File: config.mk
export PLATFORM = sky130hd
export DESIGN_NAME = floppy_controller_sequencer_unit_flat
export DESIGN_NICKNAME = d
export VERILOG_FILES = /design/src/sv/fcs_pkg.sv /design/src/sv/fcs_if.sv /design/src/sv/fcs_cfg_regs.sv /design/src/sv/fcs_geometry.sv /design/src/sv/fcs_sequencer.sv /design/src/sv/floppy_controller_sequencer_unit.sv /design/src/flat_wrapper.sv
export SDC_FILE = /design/constraint.sdc
export NUM_CORES = 1
export LEC_CHECK = 0
export BUFFER_PORTS_ARGS = -buffer_cell sky130_fd_sc_hd__clkbuf_2
export CORE_MARGIN = 8
export CORE_UTILIZATION = 40
export CTS_CLUSTER_SIZE = 25
export DETAILED_ROUTE_END_ITERATION = 12
export SYNTH_ARGS = -nofsm -noshare
export SYNTH_HDL_FRONTEND = slang
export SYNTH_SLANG_ARGS = --single-unit
File: constraint.sdc
create_clock -name i_clk -period 8.93 [get_ports i_clk]
set_input_delay 0.893 -clock i_clk [delete_from_list [all_inputs] [get_ports i_clk]]
set_output_delay 0.893 -clock i_clk [all_outputs]
set_load 0.02 [all_outputs]
File: src/sv/fcs_pkg.sv
// Package for the floppy controller sequencer: geometry constants, codes,
// and the structs passed between the sequencer modules.
// No dependencies.
package fcs_pkg;

    // Disk geometry.
    localparam int SECTORS_PER_TRACK = 18;
    localparam int HEAD_COUNT        = 2;
    localparam int CYLINDER_COUNT    = 80;
    localparam int PER_CYL           = SECTORS_PER_TRACK * HEAD_COUNT;
    localparam int TOTAL_BLOCKS      = PER_CYL * CYLINDER_COUNT;

    // Field widths fixed by the interface.
    localparam int BLK_W   = 12;
    localparam int CYL_W   = 7;
    localparam int SEC_W   = 5;
    localparam int TICK_W  = 16;
    localparam int LIMIT_W = 3;
    localparam int RETRY_W = 4;
    localparam int CIDX_W  = 3;

    // Division of a block number by PER_CYL as a multiply by a rounded-up
    // reciprocal; exact over the whole BLK_W range.
    localparam int DIV_SHIFT = BLK_W + $clog2(PER_CYL);
    localparam int DIV_MULT  = ((1 << DIV_SHIFT) + PER_CYL - 1) / PER_CYL;
    localparam int MULT_W    = $clog2(DIV_MULT + 1);
    localparam int PROD_W    = BLK_W + MULT_W;
    localparam int REM_W     = $clog2(PER_CYL);

    // ST0 status checks.
    localparam logic [7:0] ST0_SEEK_MASK = 8'hF8;
    localparam logic [7:0] ST0_SEEK_PASS = 8'h20;
    localparam logic [7:0] ST0_IO_MASK   = 8'hD8;

    // Configuration reset values.
    localparam logic [TICK_W-1:0]  RST_SPINUP   = 16'd250;
    localparam logic [TICK_W-1:0]  RST_RESET    = 16'd500;
    localparam logic [TICK_W-1:0]  RST_RECAL    = 16'd5000;
    localparam logic [TICK_W-1:0]  RST_SEEK     = 16'd4000;
    localparam logic [TICK_W-1:0]  RST_TRANSFER = 16'd2000;
    localparam logic [TICK_W-1:0]  RST_IDLE_OFF = 16'd5000;
    localparam logic [LIMIT_W-1:0] RST_LIMIT    = 3'd3;

    // Configuration register indexes.
    localparam logic [CIDX_W-1:0] CFG_SPINUP   = 3'd0;
    localparam logic [CIDX_W-1:0] CFG_RESET    = 3'd1;
    localparam logic [CIDX_W-1:0] CFG_RECAL    = 3'd2;
    localparam logic [CIDX_W-1:0] CFG_SEEK     = 3'd3;
    localparam logic [CIDX_W-1:0] CFG_TRANSFER = 3'd4;
    localparam logic [CIDX_W-1:0] CFG_IDLE_OFF = 3'd5;
    localparam logic [CIDX_W-1:0] CFG_LIMIT    = 3'd6;

    typedef enum logic [1:0] {
        OP_REQUEST = 2'd0,
        OP_IRQ     = 2'd1,
        OP_TICK    = 2'd2,
        OP_CLOSE   = 2'd3
    } t_op;

    typedef enum logic [2:0] {
        ACT_NONE      = 3'd0,
        ACT_MOTOR_OFF = 3'd1,
        ACT_MOTOR_ON  = 3'd2,
        ACT_RESET     = 3'd3,
        ACT_RECAL     = 3'd4,
        ACT_SEEK      = 3'd5,
        ACT_READ      = 3'd6,
        ACT_WRITE     = 3'd7
    } t_action;

    typedef enum logic [6:0] {
        PH_OFF   = 7'b0000001,
        PH_ON    = 7'b0000010,
        PH_RESET = 7'b0000100,
        PH_RECAL = 7'b0001000,
        PH_SEEK  = 7'b0010000,
        PH_IO    = 7'b0100000,
        PH_READY = 7'b1000000
    } t_phase;

    typedef struct packed {
        t_op               operation;
        logic              is_write;
        logic [BLK_W-1:0]  block_number;
        logic [SEC_W-1:0]  sector_count;
        logic [7:0]        status_byte;
    } t_cmd;

    typedef struct packed {
        t_action           action;
        logic              head;
        logic [CYL_W-1:0]  cylinder;
        logic [SEC_W-1:0]  sector;
        logic [SEC_W-1:0]  transfer_count;
        logic              done_res;
        logic              failed;
    } t_res;

    typedef struct packed {
        logic              head;
        logic [CYL_W-1:0]  cylinder;
        logic [SEC_W-1:0]  sector;
    } t_geo;

    typedef struct packed {
        logic [TICK_W-1:0]  spinup_ticks;
        logic [TICK_W-1:0]  reset_ticks;
        logic [TICK_W-1:0]  recal_ticks;
        logic [TICK_W-1:0]  seek_ticks;
        logic [TICK_W-1:0]  transfer_ticks;
        logic [TICK_W-1:0]  idle_off_ticks;
        logic [LIMIT_W-1:0] retry_limit;
    } t_cfg;

endpackage

File: src/sv/fcs_if.sv
// Valid/ready channel interfaces of the floppy controller sequencer:
// command input, result output and configuration write.
// Depends on fcs_pkg for field widths.
interface fcs_in_if;
    import fcs_pkg::*;

    logic                valid;
    logic                ready;
    logic [1:0]          operation;
    logic                is_write;
    logic [BLK_W-1:0]    block_number;
    logic [SEC_W-1:0]    sector_count;
    logic [7:0]          status_byte;

    modport source (
        output valid, operation, is_write, block_number, sector_count, status_byte,
        input  ready
    );
    modport sink (
        input  valid, operation, is_write, block_number, sector_count, status_byte,
        output ready
    );
endinterface

interface fcs_out_if;
    import fcs_pkg::*;

    logic                valid;
    logic                ready;
    logic [2:0]          action;
    logic                head;
    logic [CYL_W-1:0]    cylinder;
    logic [SEC_W-1:0]    sector;
    logic [SEC_W-1:0]    transfer_count;
    logic                done_res;
    logic                failed;

    modport source (
        output valid, action, head, cylinder, sector, transfer_count, done_res, failed,
        input  ready
    );
    modport sink (
        input  valid, action, head, cylinder, sector, transfer_count, done_res, failed,
        output ready
    );
endinterface

interface fcs_cfg_if;
    import fcs_pkg::*;

    logic                valid;
    logic                ready;
    logic [CIDX_W-1:0]   index;
    logic [TICK_W-1:0]   data;

    modport source (
        output valid, index, data,
        input  ready
    );
    modport sink (
        input  valid, index, data,
        output ready
    );
endinterface

File: src/sv/fcs_cfg_regs.sv
// Configuration register file of the floppy controller sequencer.
// Depends on fcs_pkg and the fcs_cfg_if interface.
module fcs_cfg_regs (
    input  logic             i_clk,
    input  logic             i_rst_n,
    fcs_cfg_if.sink          i_cfg,
    output fcs_pkg::t_cfg    o_cfg
);
    import fcs_pkg::*;

    t_cfg r_cfg;

    // Writes are always taken; an index beyond the list is dropped.
    assign i_cfg.ready = 1'b1;

    always_ff @(posedge i_clk) begin
        if (!i_rst_n) begin
            r_cfg.spinup_ticks   <= RST_SPINUP;
            r_cfg.reset_ticks    <= RST_RESET;
            r_cfg.recal_ticks    <= RST_RECAL;
            r_cfg.seek_ticks     <= RST_SEEK;
            r_cfg.transfer_ticks <= RST_TRANSFER;
            r_cfg.idle_off_ticks <= RST_IDLE_OFF;
            r_cfg.retry_limit    <= RST_LIMIT;
        end else if (i_cfg.valid) begin
            case (i_cfg.index)
                CFG_SPINUP:   r_cfg.spinup_ticks   <= i_cfg.data;
                CFG_RESET:    r_cfg.reset_ticks    <= i_cfg.data;
                CFG_RECAL:    r_cfg.recal_ticks    <= i_cfg.data;
                CFG_SEEK:     r_cfg.seek_ticks     <= i_cfg.data;
                CFG_TRANSFER: r_cfg.transfer_ticks <= i_cfg.data;
                CFG_IDLE_OFF: r_cfg.idle_off_ticks <= i_cfg.data;
                CFG_LIMIT:    r_cfg.retry_limit    <= i_cfg.data[LIMIT_W-1:0];
                default: begin
                end
            endcase
        end
    end

    assign o_cfg = r_cfg;
endmodule

File: src/sv/fcs_geometry.sv
// Splits a logical block number into head, cylinder and one-based sector.
// Depends on fcs_pkg; the division is a reciprocal multiply.
module fcs_geometry (
    input  logic [fcs_pkg::BLK_W-1:0] i_block,
    output fcs_pkg::t_geo              o_geo
);
    import fcs_pkg::*;

    logic [PROD_W-1:0]          w_prod;
    logic [PROD_W-DIV_SHIFT-1:0] w_quot;
    logic [BLK_W-1:0]           w_quot_blk;
    logic [BLK_W-1:0]           w_rem_full;
    logic [REM_W-1:0]           w_rem;
    logic                       w_upper;
    logic [REM_W-1:0]           w_sec_rem;

    // Cylinder is the block divided by the sectors per cylinder.
    assign w_prod     = PROD_W'(i_block) * PROD_W'(DIV_MULT);
    assign w_quot     = w_prod[PROD_W-1:DIV_SHIFT];
    assign w_quot_blk = BLK_W'(w_quot);

    // Remainder within the cylinder picks the head and the sector.
    assign w_rem_full = i_block - BLK_W'(w_quot_blk * BLK_W'(PER_CYL));
    assign w_rem      = w_rem_full[REM_W-1:0];
    assign w_upper    = (HEAD_COUNT > 1) && (w_rem >= REM_W'(SECTORS_PER_TRACK));
    assign w_sec_rem  = w_upper ? (w_rem - REM_W'(SECTORS_PER_TRACK)) : w_rem;

    assign o_geo.head     = w_upper;
    assign o_geo.cylinder = CYL_W'(w_quot_blk);
    assign o_geo.sector   = SEC_W'(w_sec_rem) + SEC_W'(1);
endmodule

File: src/sv/fcs_sequencer.sv
// Phase state machine, timeout timer and retry counter of the floppy
// controller sequencer. Depends on fcs_pkg.
module fcs_sequencer (
    input  logic             i_clk,
    input  logic             i_rst_n,
    input  logic             i_fire,
    input  fcs_pkg::t_cmd    i_cmd,
    input  fcs_pkg::t_geo    i_geo,
    input  fcs_pkg::t_cfg    i_cfg,
    output logic             o_has_res,
    output fcs_pkg::t_res    o_res
);
    import fcs_pkg::*;

    t_phase              r_phase, n_phase;
    logic                r_active, n_active;
    logic                r_write, n_write;
    t_geo                r_geo, n_geo;
    logic [SEC_W-1:0]    r_count, n_count;
    logic [RETRY_W-1:0]  r_retry, n_retry;
    logic [TICK_W-1:0]   r_left, n_left;
    logic                r_running, n_running;

    logic                w_invalid;
    logic                w_seek_pass;
    logic                w_io_pass;
    logic [RETRY_W-1:0]  w_retry_inc;
    logic                w_retry_ok;
    logic                do_retry, do_reset, do_fail, do_seek;
    logic                has_res, res_geo, res_xfer, dn, fl;
    t_action             act;

    // Request screening and status byte checks.
    assign w_invalid   = (32'(i_cmd.block_number) >= 32'(TOTAL_BLOCKS))
                      || (i_cmd.sector_count == '0)
                      || (32'(i_cmd.sector_count) > 32'(SECTORS_PER_TRACK));
    assign w_seek_pass = (i_cmd.status_byte & ST0_SEEK_MASK) == ST0_SEEK_PASS;
    assign w_io_pass   = (i_cmd.status_byte & ST0_IO_MASK) == 8'h00;
    assign w_retry_inc = r_retry + RETRY_W'(1);
    assign w_retry_ok  = w_retry_inc <= RETRY_W'(i_cfg.retry_limit);

    // Next state and result for the item in the input register.
    always_comb begin
        n_phase   = r_phase;
        n_active  = r_active;
        n_write   = r_write;
        n_geo     = r_geo;
        n_count   = r_count;
        n_retry   = r_retry;
        n_left    = r_left;
        n_running = r_running;
        do_retry  = 1'b0;
        do_reset  = 1'b0;
        do_fail   = 1'b0;
        do_seek   = 1'b0;
        has_res   = 1'b0;
        res_geo   = 1'b0;
        res_xfer  = 1'b0;
        dn        = 1'b0;
        fl        = 1'b0;
        act       = ACT_NONE;

        case (i_cmd.operation)
            OP_REQUEST: begin
                if (w_invalid) begin
                    has_res = 1'b1;
                    dn      = 1'b1;
                    fl      = 1'b1;
                end else begin
                    n_write  = i_cmd.is_write;
                    n_geo    = i_geo;
                    n_count  = i_cmd.sector_count;
                    n_retry  = '0;
                    n_active = 1'b1;
                    if (r_phase == PH_OFF) begin
                        n_phase   = PH_ON;
                        n_left    = i_cfg.spinup_ticks;
                        n_running = 1'b1;
                        has_res   = 1'b1;
                        act       = ACT_MOTOR_ON;
                    end else begin
                        do_seek = 1'b1;
                    end
                end
            end
            OP_IRQ: begin
                if (r_active) begin
                    case (r_phase)
                        PH_RESET: begin
                            n_phase   = PH_RECAL;
                            n_left    = i_cfg.recal_ticks;
                            n_running = 1'b1;
                            has_res   = 1'b1;
                            act       = ACT_RECAL;
                        end
                        PH_RECAL: begin
                            do_seek = w_seek_pass;
                            do_fail = !w_seek_pass;
                        end
                        PH_SEEK: begin
                            if (w_seek_pass) begin
                                n_phase   = PH_IO;
                                n_left    = i_cfg.transfer_ticks;
                                n_running = 1'b1;
                                has_res   = 1'b1;
                                res_geo   = 1'b1;
                                res_xfer  = 1'b1;
                                act       = r_write ? ACT_WRITE : ACT_READ;
                            end else begin
                                do_retry = 1'b1;
                            end
                        end
                        PH_IO: begin
                            if (w_io_pass) begin
                                n_phase   = PH_READY;
                                n_left    = i_cfg.idle_off_ticks;
                                n_running = 1'b1;
                                n_active  = 1'b0;
                                has_res   = 1'b1;
                                dn        = 1'b1;
                            end else begin
                                do_retry = 1'b1;
                            end
                        end
                        default: begin
                        end
                    endcase
                end
            end
            OP_TICK: begin
                if (r_running) begin
                    if (r_left > TICK_W'(1)) begin
                        n_left = r_left - TICK_W'(1);
                    end else begin
                        n_left    = '0;
                        n_running = 1'b0;
                        if (r_phase == PH_ON) begin
                            do_reset = 1'b1;
                        end else if (r_phase inside {PH_RESET, PH_RECAL}) begin
                            do_fail = 1'b1;
                        end else if (r_phase inside {PH_SEEK, PH_IO}) begin
                            do_retry = 1'b1;
                        end else begin
                            // Idle timeout in ready: stop the motor quietly.
                            n_phase  = PH_OFF;
                            n_active = 1'b0;
                            has_res  = 1'b1;
                            act      = ACT_MOTOR_OFF;
                        end
                    end
                end
            end
            default: begin
                // Close: stop everything, failing a request still open.
                n_phase   = PH_OFF;
                n_running = 1'b0;
                n_left    = '0;
                n_active  = 1'b0;
                has_res   = 1'b1;
                act       = ACT_MOTOR_OFF;
                dn        = r_active;
                fl        = r_active;
            end
        endcase

        // Seek or transfer failure: retry through reset until the limit.
        if (do_retry) begin
            n_retry  = w_retry_inc;
            do_reset = w_retry_ok;
            do_fail  = !w_retry_ok;
        end

        if (do_reset) begin
            n_phase   = PH_RESET;
            n_left    = i_cfg.reset_ticks;
            n_running = 1'b1;
            has_res   = 1'b1;
            act       = ACT_RESET;
        end

        if (do_fail) begin
            n_phase   = PH_OFF;
            n_running = 1'b0;
            n_left    = '0;
            n_active  = 1'b0;
            has_res   = 1'b1;
            act       = ACT_MOTOR_OFF;
            dn        = 1'b1;
            fl        = 1'b1;
        end

        if (do_seek) begin
            n_phase   = PH_SEEK;
            n_left    = i_cfg.seek_ticks;
            n_running = 1'b1;
            has_res   = 1'b1;
            res_geo   = 1'b1;
            act       = ACT_SEEK;
        end
    end

    // Result fields; geometry and count only where the command uses them.
    always_comb begin
        o_res                = '0;
        o_res.action         = act;
        o_res.done_res       = dn;
        o_res.failed         = fl;
        if (res_geo) begin
            o_res.head     = n_geo.head;
            o_res.cylinder = n_geo.cylinder;
        end
        if (res_xfer) begin
            o_res.sector         = n_geo.sector;
            o_res.transfer_count = n_count;
        end
    end

    assign o_has_res = has_res;

    // State registers advance once per processed item.
    always_ff @(posedge i_clk) begin
        if (!i_rst_n) begin
            r_phase   <= PH_OFF;
            r_active  <= 1'b0;
            r_write   <= 1'b0;
            r_geo     <= '{head: 1'b0, cylinder: '0, sector: SEC_W'(1)};
            r_count   <= SEC_W'(1);
            r_retry   <= '0;
            r_left    <= '0;
            r_running <= 1'b0;
        end else if (i_fire) begin
            r_phase   <= n_phase;
            r_active  <= n_active;
            r_write   <= n_write;
            r_geo     <= n_geo;
            r_count   <= n_count;
            r_retry   <= n_retry;
            r_left    <= n_left;
            r_running <= n_running;
        end
    end
endmodule

File: src/sv/floppy_controller_sequencer_unit.sv
// Top level of the floppy controller sequencer: input register, sequencer,
// geometry split, configuration registers and result register.
// Depends on fcs_pkg, fcs_if, fcs_cfg_regs, fcs_geometry and fcs_sequencer.
//
// Usage:
//   i_req carries one beat per event: a request, a controller interrupt
//   with ST0, a timer tick, or a close. o_res carries one beat for every
//   event that issues a drive command or ends a request; events that only
//   count down the timer or are ignored give no beat. i_cfg writes the
//   timeout and retry registers by index and is always ready; write it
//   only while no event is in flight.
//   A beat taken at one clock edge sits in the input register and is
//   resolved once the result register has room, then shown on o_res.
//   One beat per cycle is taken while o_res is not stalled; the rate
//   is set by the single pass from input register to result register.
//   When o_res is stalled the input register still takes one more
//   beat, then i_req.ready drops until the result beat is taken.
//   Synchronous reset puts the motor phase to off, clears any request,
//   empties both registers and loads the register defaults.
module floppy_controller_sequencer_unit (
    input  logic     i_clk,
    input  logic     i_rst_n,
    fcs_in_if.sink   i_req,
    fcs_out_if.source o_res,
    fcs_cfg_if.sink  i_cfg
);
    import fcs_pkg::*;

    logic    r_in_valid;
    t_cmd    r_cmd;
    logic    r_out_valid;
    t_res    r_res;
    logic    w_advance;
    logic    w_has_res;
    t_res    w_res;
    t_geo    w_geo;
    t_cfg    w_cfg;

    fcs_cfg_regs u_cfg (
        .i_clk   (i_clk),
        .i_rst_n (i_rst_n),
        .i_cfg   (i_cfg),
        .o_cfg   (w_cfg)
    );

    fcs_geometry u_geo (
        .i_block (r_cmd.block_number),
        .o_geo   (w_geo)
    );

    fcs_sequencer u_seq (
        .i_clk     (i_clk),
        .i_rst_n   (i_rst_n),
        .i_fire    (w_advance),
        .i_cmd     (r_cmd),
        .i_geo     (w_geo),
        .i_cfg     (w_cfg),
        .o_has_res (w_has_res),
        .o_res     (w_res)
    );

    // The held beat is resolved once the result register has room.
    assign w_advance   = r_in_valid && (!r_out_valid || o_res.ready);
    assign i_req.ready = !r_in_valid || w_advance;

    // Input register.
    always_ff @(posedge i_clk) begin
        if (!i_rst_n) begin
            r_in_valid <= 1'b0;
        end else if (i_req.valid && i_req.ready) begin
            r_in_valid <= 1'b1;
        end else if (w_advance) begin
            r_in_valid <= 1'b0;
        end
    end

    always_ff @(posedge i_clk) begin
        if (i_req.valid && i_req.ready) begin
            r_cmd.operation    <= t_op'(i_req.operation);
            r_cmd.is_write     <= i_req.is_write;
            r_cmd.block_number <= i_req.block_number;
            r_cmd.sector_count <= i_req.sector_count;
            r_cmd.status_byte  <= i_req.status_byte;
        end
    end

    // Result register.
    always_ff @(posedge i_clk) begin
        if (!i_rst_n) begin
            r_out_valid <= 1'b0;
        end else if (w_advance) begin
            r_out_valid <= w_has_res;
        end else if (o_res.ready) begin
            r_out_valid <= 1'b0;
        end
    end

    always_ff @(posedge i_clk) begin
        if (w_advance && w_has_res) begin
            r_res <= w_res;
        end
    end

    assign o_res.valid          = r_out_valid;
    assign o_res.action         = r_res.action;
    assign o_res.head           = r_res.head;
    assign o_res.cylinder       = r_res.cylinder;
    assign o_res.sector         = r_res.sector;
    assign o_res.transfer_count = r_res.transfer_count;
    assign o_res.done_res       = r_res.done_res;
    assign o_res.failed         = r_res.failed;
endmodule

File: src/flat_wrapper.sv
// flat-port wrapper written by rule: the top's interface ports become plain ports
module floppy_controller_sequencer_unit_flat import fcs_pkg::*;
  (i_clk, i_rst_n, i_req_valid, i_req_operation, i_req_is_write, i_req_block_number, i_req_sector_count, i_req_status_byte, i_req_ready, o_res_valid, o_res_action, o_res_head, o_res_cylinder, o_res_sector, o_res_transfer_count, o_res_done_res, o_res_failed, o_res_ready, i_cfg_valid, i_cfg_index, i_cfg_data, i_cfg_ready);
  fcs_in_if i_req_i ();
  fcs_out_if o_res_i ();
  fcs_cfg_if i_cfg_i ();
  input  logic i_clk;
  input  logic i_rst_n;
  input wire logic [$bits(i_req_i.valid)-1:0] i_req_valid;
  input wire logic [$bits(i_req_i.operation)-1:0] i_req_operation;
  input wire logic [$bits(i_req_i.is_write)-1:0] i_req_is_write;
  input wire logic [$bits(i_req_i.block_number)-1:0] i_req_block_number;
  input wire logic [$bits(i_req_i.sector_count)-1:0] i_req_sector_count;
  input wire logic [$bits(i_req_i.status_byte)-1:0] i_req_status_byte;
  output wire logic [$bits(i_req_i.ready)-1:0] i_req_ready;
  output wire logic [$bits(o_res_i.valid)-1:0] o_res_valid;
  output wire logic [$bits(o_res_i.action)-1:0] o_res_action;
  output wire logic [$bits(o_res_i.head)-1:0] o_res_head;
  output wire logic [$bits(o_res_i.cylinder)-1:0] o_res_cylinder;
  output wire logic [$bits(o_res_i.sector)-1:0] o_res_sector;
  output wire logic [$bits(o_res_i.transfer_count)-1:0] o_res_transfer_count;
  output wire logic [$bits(o_res_i.done_res)-1:0] o_res_done_res;
  output wire logic [$bits(o_res_i.failed)-1:0] o_res_failed;
  input wire logic [$bits(o_res_i.ready)-1:0] o_res_ready;
  input wire logic [$bits(i_cfg_i.valid)-1:0] i_cfg_valid;
  input wire logic [$bits(i_cfg_i.index)-1:0] i_cfg_index;
  input wire logic [$bits(i_cfg_i.data)-1:0] i_cfg_data;
  output wire logic [$bits(i_cfg_i.ready)-1:0] i_cfg_ready;
  assign i_req_i.valid = i_req_valid;
  assign i_req_i.operation = i_req_operation;
  assign i_req_i.is_write = i_req_is_write;
  assign i_req_i.block_number = i_req_block_number;
  assign i_req_i.sector_count = i_req_sector_count;
  assign i_req_i.status_byte = i_req_status_byte;
  assign i_req_ready = i_req_i.ready;
  assign o_res_valid = o_res_i.valid;
  assign o_res_action = o_res_i.action;
  assign o_res_head = o_res_i.head;
  assign o_res_cylinder = o_res_i.cylinder;
  assign o_res_sector = o_res_i.sector;
  assign o_res_transfer_count = o_res_i.transfer_count;
  assign o_res_done_res = o_res_i.done_res;
  assign o_res_failed = o_res_i.failed;
  assign o_res_i.ready = o_res_ready;
  assign i_cfg_i.valid = i_cfg_valid;
  assign i_cfg_i.index = i_cfg_index;
  assign i_cfg_i.data = i_cfg_data;
  assign i_cfg_ready = i_cfg_i.ready;
  floppy_controller_sequencer_unit u_core (.i_clk(i_clk), .i_rst_n(i_rst_n), .i_req(i_req_i), .o_res(o_res_i), .i_cfg(i_cfg_i));
endmodule
-- Word level (Yosys, flattened, before mapping)
Cells that the tools add are included.
W data, S select, Z words.
- register bits after elaboration: 200
- input port bits: 52
- output and inout port bits: 26
- logic and storage cells: 242
- add/sub/neg operators: 5
- $mul: 2
- $lt $le $gt $ge: 5
- eq/ne operators: 33
- multiplexer cells: 127
- bitwise logic cells: 1
- reduce and logical (&&, ||, !) cells: 36
- operators with widths (cell ; number):
    $mux W16 ; 10
    $pmux W16 S3 ; 2
    $mux W7 ; 13
    $mux W1 ; 73
    $pmux W7 S3 ; 2
    $ne A5 B5 Y1 const B ; 8
    $mux W13 ; 2
    $mul A12 B12 Y24 const B ; 1
    $ne A3 B3 Y1 const B ; 6
    $pmux W1 S3 ; 6
    $gt A16 B1 Y1 const B ; 1
    $sub A16 B1 Y16 const B ; 1
    $mux W5 ; 3
    $reduce_and A2 Y1 ; 7
    $reduce_and A7 Y1 ; 2
    $ge A12 B12 Y1 const B ; 1
    $mux W3 ; 4
    $mux W4 ; 3
    $ne A6 B6 Y1 const B ; 2
    $reduce_and A12 Y1 ; 1
    $pmux W1 S2 ; 5
    $reduce_bool A2 Y1 ; 5
    $eq A3 B3 Y1 const B ; 3
    $pmux W3 S3 ; 1
    other kinds (35) ; 47

-- Depth between registers and ports, before layout
- depth after elaboration: 13
- mapped depth: 33
- gate-level depth less buffers: 32

-- By module
A second synthesis with hierarchy kept.
- cells, all modules: 1220
- area, all modules: 11803.8 µm²
- modules (own cells, without submodules) (module ; times used ; cells each ; area an instance (µm²) ; seq. area each (µm²)):
    fcs_sequencer ; 1 ; 534 ; 3956.3 ; 960.9
    fcs_cfg_regs ; 1 ; 361 ; 3792.4 ; 1981.9
    fcs_geometry ; 1 ; 261 ; 2411.1 ; 0.0
    floppy_controller_sequencer_unit ; 1 ; 64 ; 1644.1 ; 1571.5

-- Worst setup path before layout
Ideal clock, no wire load.
- kind: reg-to-reg
- start point: reg u_core.r_cmd[14] in the netlist's numbering
- end point: reg u_core.r_res (netlist bit u_core.o_res.sector[4]), data pin
- library setup time: 0.147 ns
- arrival: 6.721 ns
- required time: 8.783 ns
- setup slack: 2.062 ns
- cell stages (with the launch flop): 32
- buffers on the path: 1
- clock period less this slack: 6.868 ns
- path through: edfxtp_1 fa_1 ha_1 inv_1 fa_1 fa_1 fa_1 inv_1 ha_1 and4_1 and2_4 nand2_2 o211ai_2 a21o_2 a21oi_1 xnor2_1 inv_1 fa_1 inv_1 nand3_1 nor2_1 nor2_1 or2_1 buf_6 xnor2_1 ha_1 nor4bb_1 o22ai_1 o21ai_1 xor2_1 nand2_1 a21oi_1
- cells in the longest elaborated chain, start to end: 8
- elaborated cells on any way between the ends: 12
- those cells by class: 3 x add/sub; 2 x mul; 2 x order compare; 3 x mux; 2 x reduce/logical
- RTL lines (element ; RTL line ; source):
    from (decl) ; floppy_controller_sequencer_unit.sv:30 ; t_cmd r_cmd;
    $mul A12 B12 Y24 ; fcs_geometry.sv:18 ; assign w_prod = PROD_W'(i_block) * PROD_W'(DIV_MULT);
    $mul A7 B4 Y4 ; fcs_geometry.sv:23 ; assign w_rem_full = i_block - BLK_W'(w_quot_blk * BLK_W'(PER_CYL));
    $sub A6 B6 Y6 ; fcs_geometry.sv:23 ;
    $sub A5 B5 Y5 or $ge A6 B5 Y1 (tied branches) ; fcs_geometry.sv:26, fcs_geometry.sv:25 ;
    $mux W5 ; fcs_geometry.sv:26 ; assign w_sec_rem = w_upper ? (w_rem - REM_W'(SECTORS_PER_TRACK)) : w_rem;
    $add A5 B1 Y5 ; fcs_geometry.sv:30 ; assign o_geo.sector = SEC_W'(w_sec_rem) + SEC_W'(1);
    $mux W13 * ; fcs_sequencer.sv:65 ; if (w_invalid) begin
    $mux W13 * ; fcs_sequencer.sv:63 ; case (i_cmd.operation)
    to (signal assigned) ; floppy_controller_sequencer_unit.sv:100 ; r_res <= w_res;
    to (decl) ; floppy_controller_sequencer_unit.sv:32 ; t_res r_res;
Every way passes the cells marked *; elsewhere a longest branch is shown, timed or not.
A chain may end at the register's enable or synchronous reset.

-- Final worst setup path
- start point: reg u_core.r_cmd[21] in the netlist's numbering
- end point: reg u_core.r_res (netlist bit u_core.o_res.sector[4]), data pin
Same word-level chain as after synthesis.

==> reports/metrics.cfg <==
[routing]
drc_errors = 0
drtIter0Drc = 806
wl_per_cell_um = 17.2
avgViaCountPerCell = 5.35
via_count = 9133
ant_nets = 0
first_pass_iters = 5
wl_um = 29300

[timing]
tns_ns = 0
hold_viol_final = 0
setup_ws_ns = 1.22
rsz0062_at_grt = no
setup_violations = 0
maxSlewHeadroom = 0.257
tightest_slew_ns = 1.11
skew_ns = 0.0153
finalCriticalPeriod_ns = 7.71
fin_crit_sh = 0.863
fmax_ghz = 0.130
finalMaxSlewViolations = 0

[die]
ios = 78
core_area_sq_um = 27600
die_area_sq_um = 33400
die_w_um = 183
placementRows = 61
start_util = 0.403
die_h_um = 183

[cells_and_area]
fillers = 2719
layout-drive-gt1-share = 0.112
final_common_cell = nand2_1
syn2layout_area_growth_pct = 11.9
final_cell_mix = 286 x nand2_1, 149 x dfxtp_1, 129 x a21oi_1, 93 x ha_1, 75 x inv_1
fin_area_sq_um = 12400
nNetsFinal = 1490

[placed_design]
dp_hpwl_um = 20400
gp_congestion = 0.846
pre_cts_slack_ns = 1.27
port_buffers = 73
placedInstanceArea_sq_um = 11800

[critical_path]
r2r_slack_ns = 1.22
cp_max_fo = 7
setup.worst_path.start = u_core.r_cmd[21]
reg2reg_depth = 30
startpoint_type = flop
worstPathRequired_ns = 9.21
crit_arrival_ns = 7.99
path_buf_inv = 4
critPathSlowestCell = fa_1
timing.rr.start = u_core.r_cmd[21]
worstReg2RegEnd = u_core.o_res.sector[4]
cp-end-kind = flop
max_stage_delay_ns = 0.70
crit_family = adder cells
path_common_cell = fa_1
path_class = flop to flop

[synthesis]
ys_seq_area_frac = 0.398
synth_edf_count = 48
synth-seq-cells = 197
synthesis.nets = 1442
ys.flop_type = dfxtp_1
netlist_area_sq_um = 11100
synthCells = 1266
async_flop_share = 0
ys_warn_count = 0
synth_cell_types = 78
syn_avg_cell_area_sq_um = 8.78

[run]
maxCapViolCount = 0

[global_route]
grt_max_degree = 58
grt_first_pass_wirelength_um = 46900
grt_pass1_vias = 8595
grt_overflow = 0
grt_use_total = 0.176
antenna_found_initial = 1

[min_path]
whs_path_depth = 2
min_path_type = flop to flop
hp-start = u_core.u_cfg.o_cfg[31]
min_to = u_core.u_cfg.o_cfg[31]

[clock_network]
postCtsSetupRepairBufs = 0
cts_hold_buf = 0
root_buffer = clkbuf_16
clk_latency_ns = 0.45
cts_resized = 0
clkTransAtPathRegs_ns = 0.08
cts_num_sinks = 197
h-tree-depth = 4
cts_buffers = 17
clk_path_buf_depth = 2
tritoncts = done

[power]
power_density_nw_per_um2 = 262
cellLeakagePower_nw = 5.02
ir_worst_vdd_mv = 0.235

[status]
outcome = completed

[synth_stat cells (4+ instances only)]
library cell | n | share of area
a211oi_1 | 23 | 0.016
a21o_1 | 4 | 0.0027
a21oi_1 | 129 | 0.058
a222oi_1 | 27 | 0.024
a22o_1 | 11 | 0.0087
and2_1 | 7 | 0.0039
clkbuf_1 | 52 | 0.018
dfxtp_1 | 149 | 0.27
edfxtp_1 | 48 | 0.13
fa_1 | 31 | 0.056
ha_1 | 93 | 0.10
inv_1 | 75 | 0.025
inv_2 | 4 | 0.0014
mux2i_1 | 4 | 0.0036
nand2_1 | 286 | 0.097
nand2b_1 | 7 | 0.0039
nand3_1 | 54 | 0.024
nand3b_1 | 4 | 0.0027
nand4_1 | 4 | 0.0023
nor2_1 | 70 | 0.024
nor2b_1 | 8 | 0.0045
nor3_1 | 18 | 0.0081
nor4_1 | 6 | 0.0034
o211ai_1 | 4 | 0.0027
o21a_1 | 5 | 0.0034
o21ai_0 | 26 | 0.012
o21ai_1 | 4 | 0.0018
o221ai_1 | 6 | 0.0047
o22ai_1 | 7 | 0.0039
o31ai_1 | 4 | 0.0027
or4_1 | 4 | 0.0027
xnor2_1 | 19 | 0.015
xor2_1 | 11 | 0.0087
[power by group]
group          switching, mW  leakage (nW)  internal [mW]
clock network          0.400         0.293          0.383
logic                  0.872          3.06          0.628
registers             0.0271          1.67          0.946
[stage by stage]
| stage | total power [mW] | instances | hold WS, ns | util |
|---|---|---|---|---|
| after floorplan | 2.20 | 1266 | 0.436 | - |
| after global placement | 2.47 | 1673 | 0.440 | 0.429 |
| after detailed placement | 2.48 | 1673 | 0.447 | 0.429 |
| after CTS | 3.27 | 1705 | 0.457 | 0.451 |
| after global routing | 3.50 | 1706 | 0.469 | 0.451 |
| final | 3.26 | 1706 | 0.456 | 0.451 |
[worst max-delay path by stage]
stage	to	slack [ns]	cells after the start
floorplan	u_core.o_res.sector[4]	2.06	31
global placement	u_core.o_res.sector[4]	1.27	32
detailed placement	u_core.o_res.sector[4]	1.27	30
CTS	u_core.o_res.sector[4]	1.21	30
global route	u_core.o_res.sector[4]	0.68	32
finish	u_core.o_res.sector[4]	1.22	30
[cells by family after synthesis]
kind of cell | after synthesis | share of synthesized area
and+or+nand+nor | 498 | 0.199
AOI/OAI and AO/OA | 270 | 0.159
DFF | 197 | 0.398
buffers and inverters | 137 | 0.0482
adders and majority gates | 125 | 0.162
xor gates and xnor gates | 32 | 0.0273
muxes | 6 | 0.00563
other | 1 | 0.000338
[worst reg2reg max path, delay by kind of cell (launching register included)]
| family | cells | cell delay [ns] |
|---|---|---|
| xor gates and xnor gates | 3 | 0.71 |
| and+or+nand+nor | 9 | 1.44 |
| DFF | 1 | 0.55 |
| adders and majority gates | 8 | 3.66 |
| AOI/OAI and AO/OA | 6 | 0.79 |
| buffers and inverters | 4 | 0.39 |
[sequential cells by signal, summed over array words and instances, names as in the netlist, 3 cells and up]
name                         count
u_core.u_seq.r_geo              13
u_core.o_res.transfer_count      5
u_core.o_res.sector              5
u_core.u_cfg.o_cfg              99
u_core.r_cmd                    25
u_core.o_res.cylinder            7
u_core.o_res.action              3
u_core.u_seq.r_count             5
u_core.u_seq.r_left             16
u_core.u_seq.r_phase             7
u_core.u_seq.r_retry             4
[metal layers]
metal  wire length [um]  track usage  up-vias
li1                   -            -     4506
met1              13800        0.242     4369
met2              13700        0.283      241
met3               1530       0.0302       17
met4                259       0.0436        0
met5                  0            0        -
[area by class of cell]
cell class / instances / area (sq um) / share of cell area
Multi-Input combinational cell: 932 / 6160 / 0.496
Sequential cell: 197 / 4420 / 0.356
Tap cell: 378 / 473 / 0.0381
Timing Repair Buffer: 87 / 470 / 0.0379
Clock buffer: 17 / 425 / 0.0342
Inverter: 79 / 298 / 0.0240
Clock inverter: 15 / 171 / 0.0138
Antenna cell: 1 / 2.50 / 0.000201
Power figures use the tool's default switching activity.
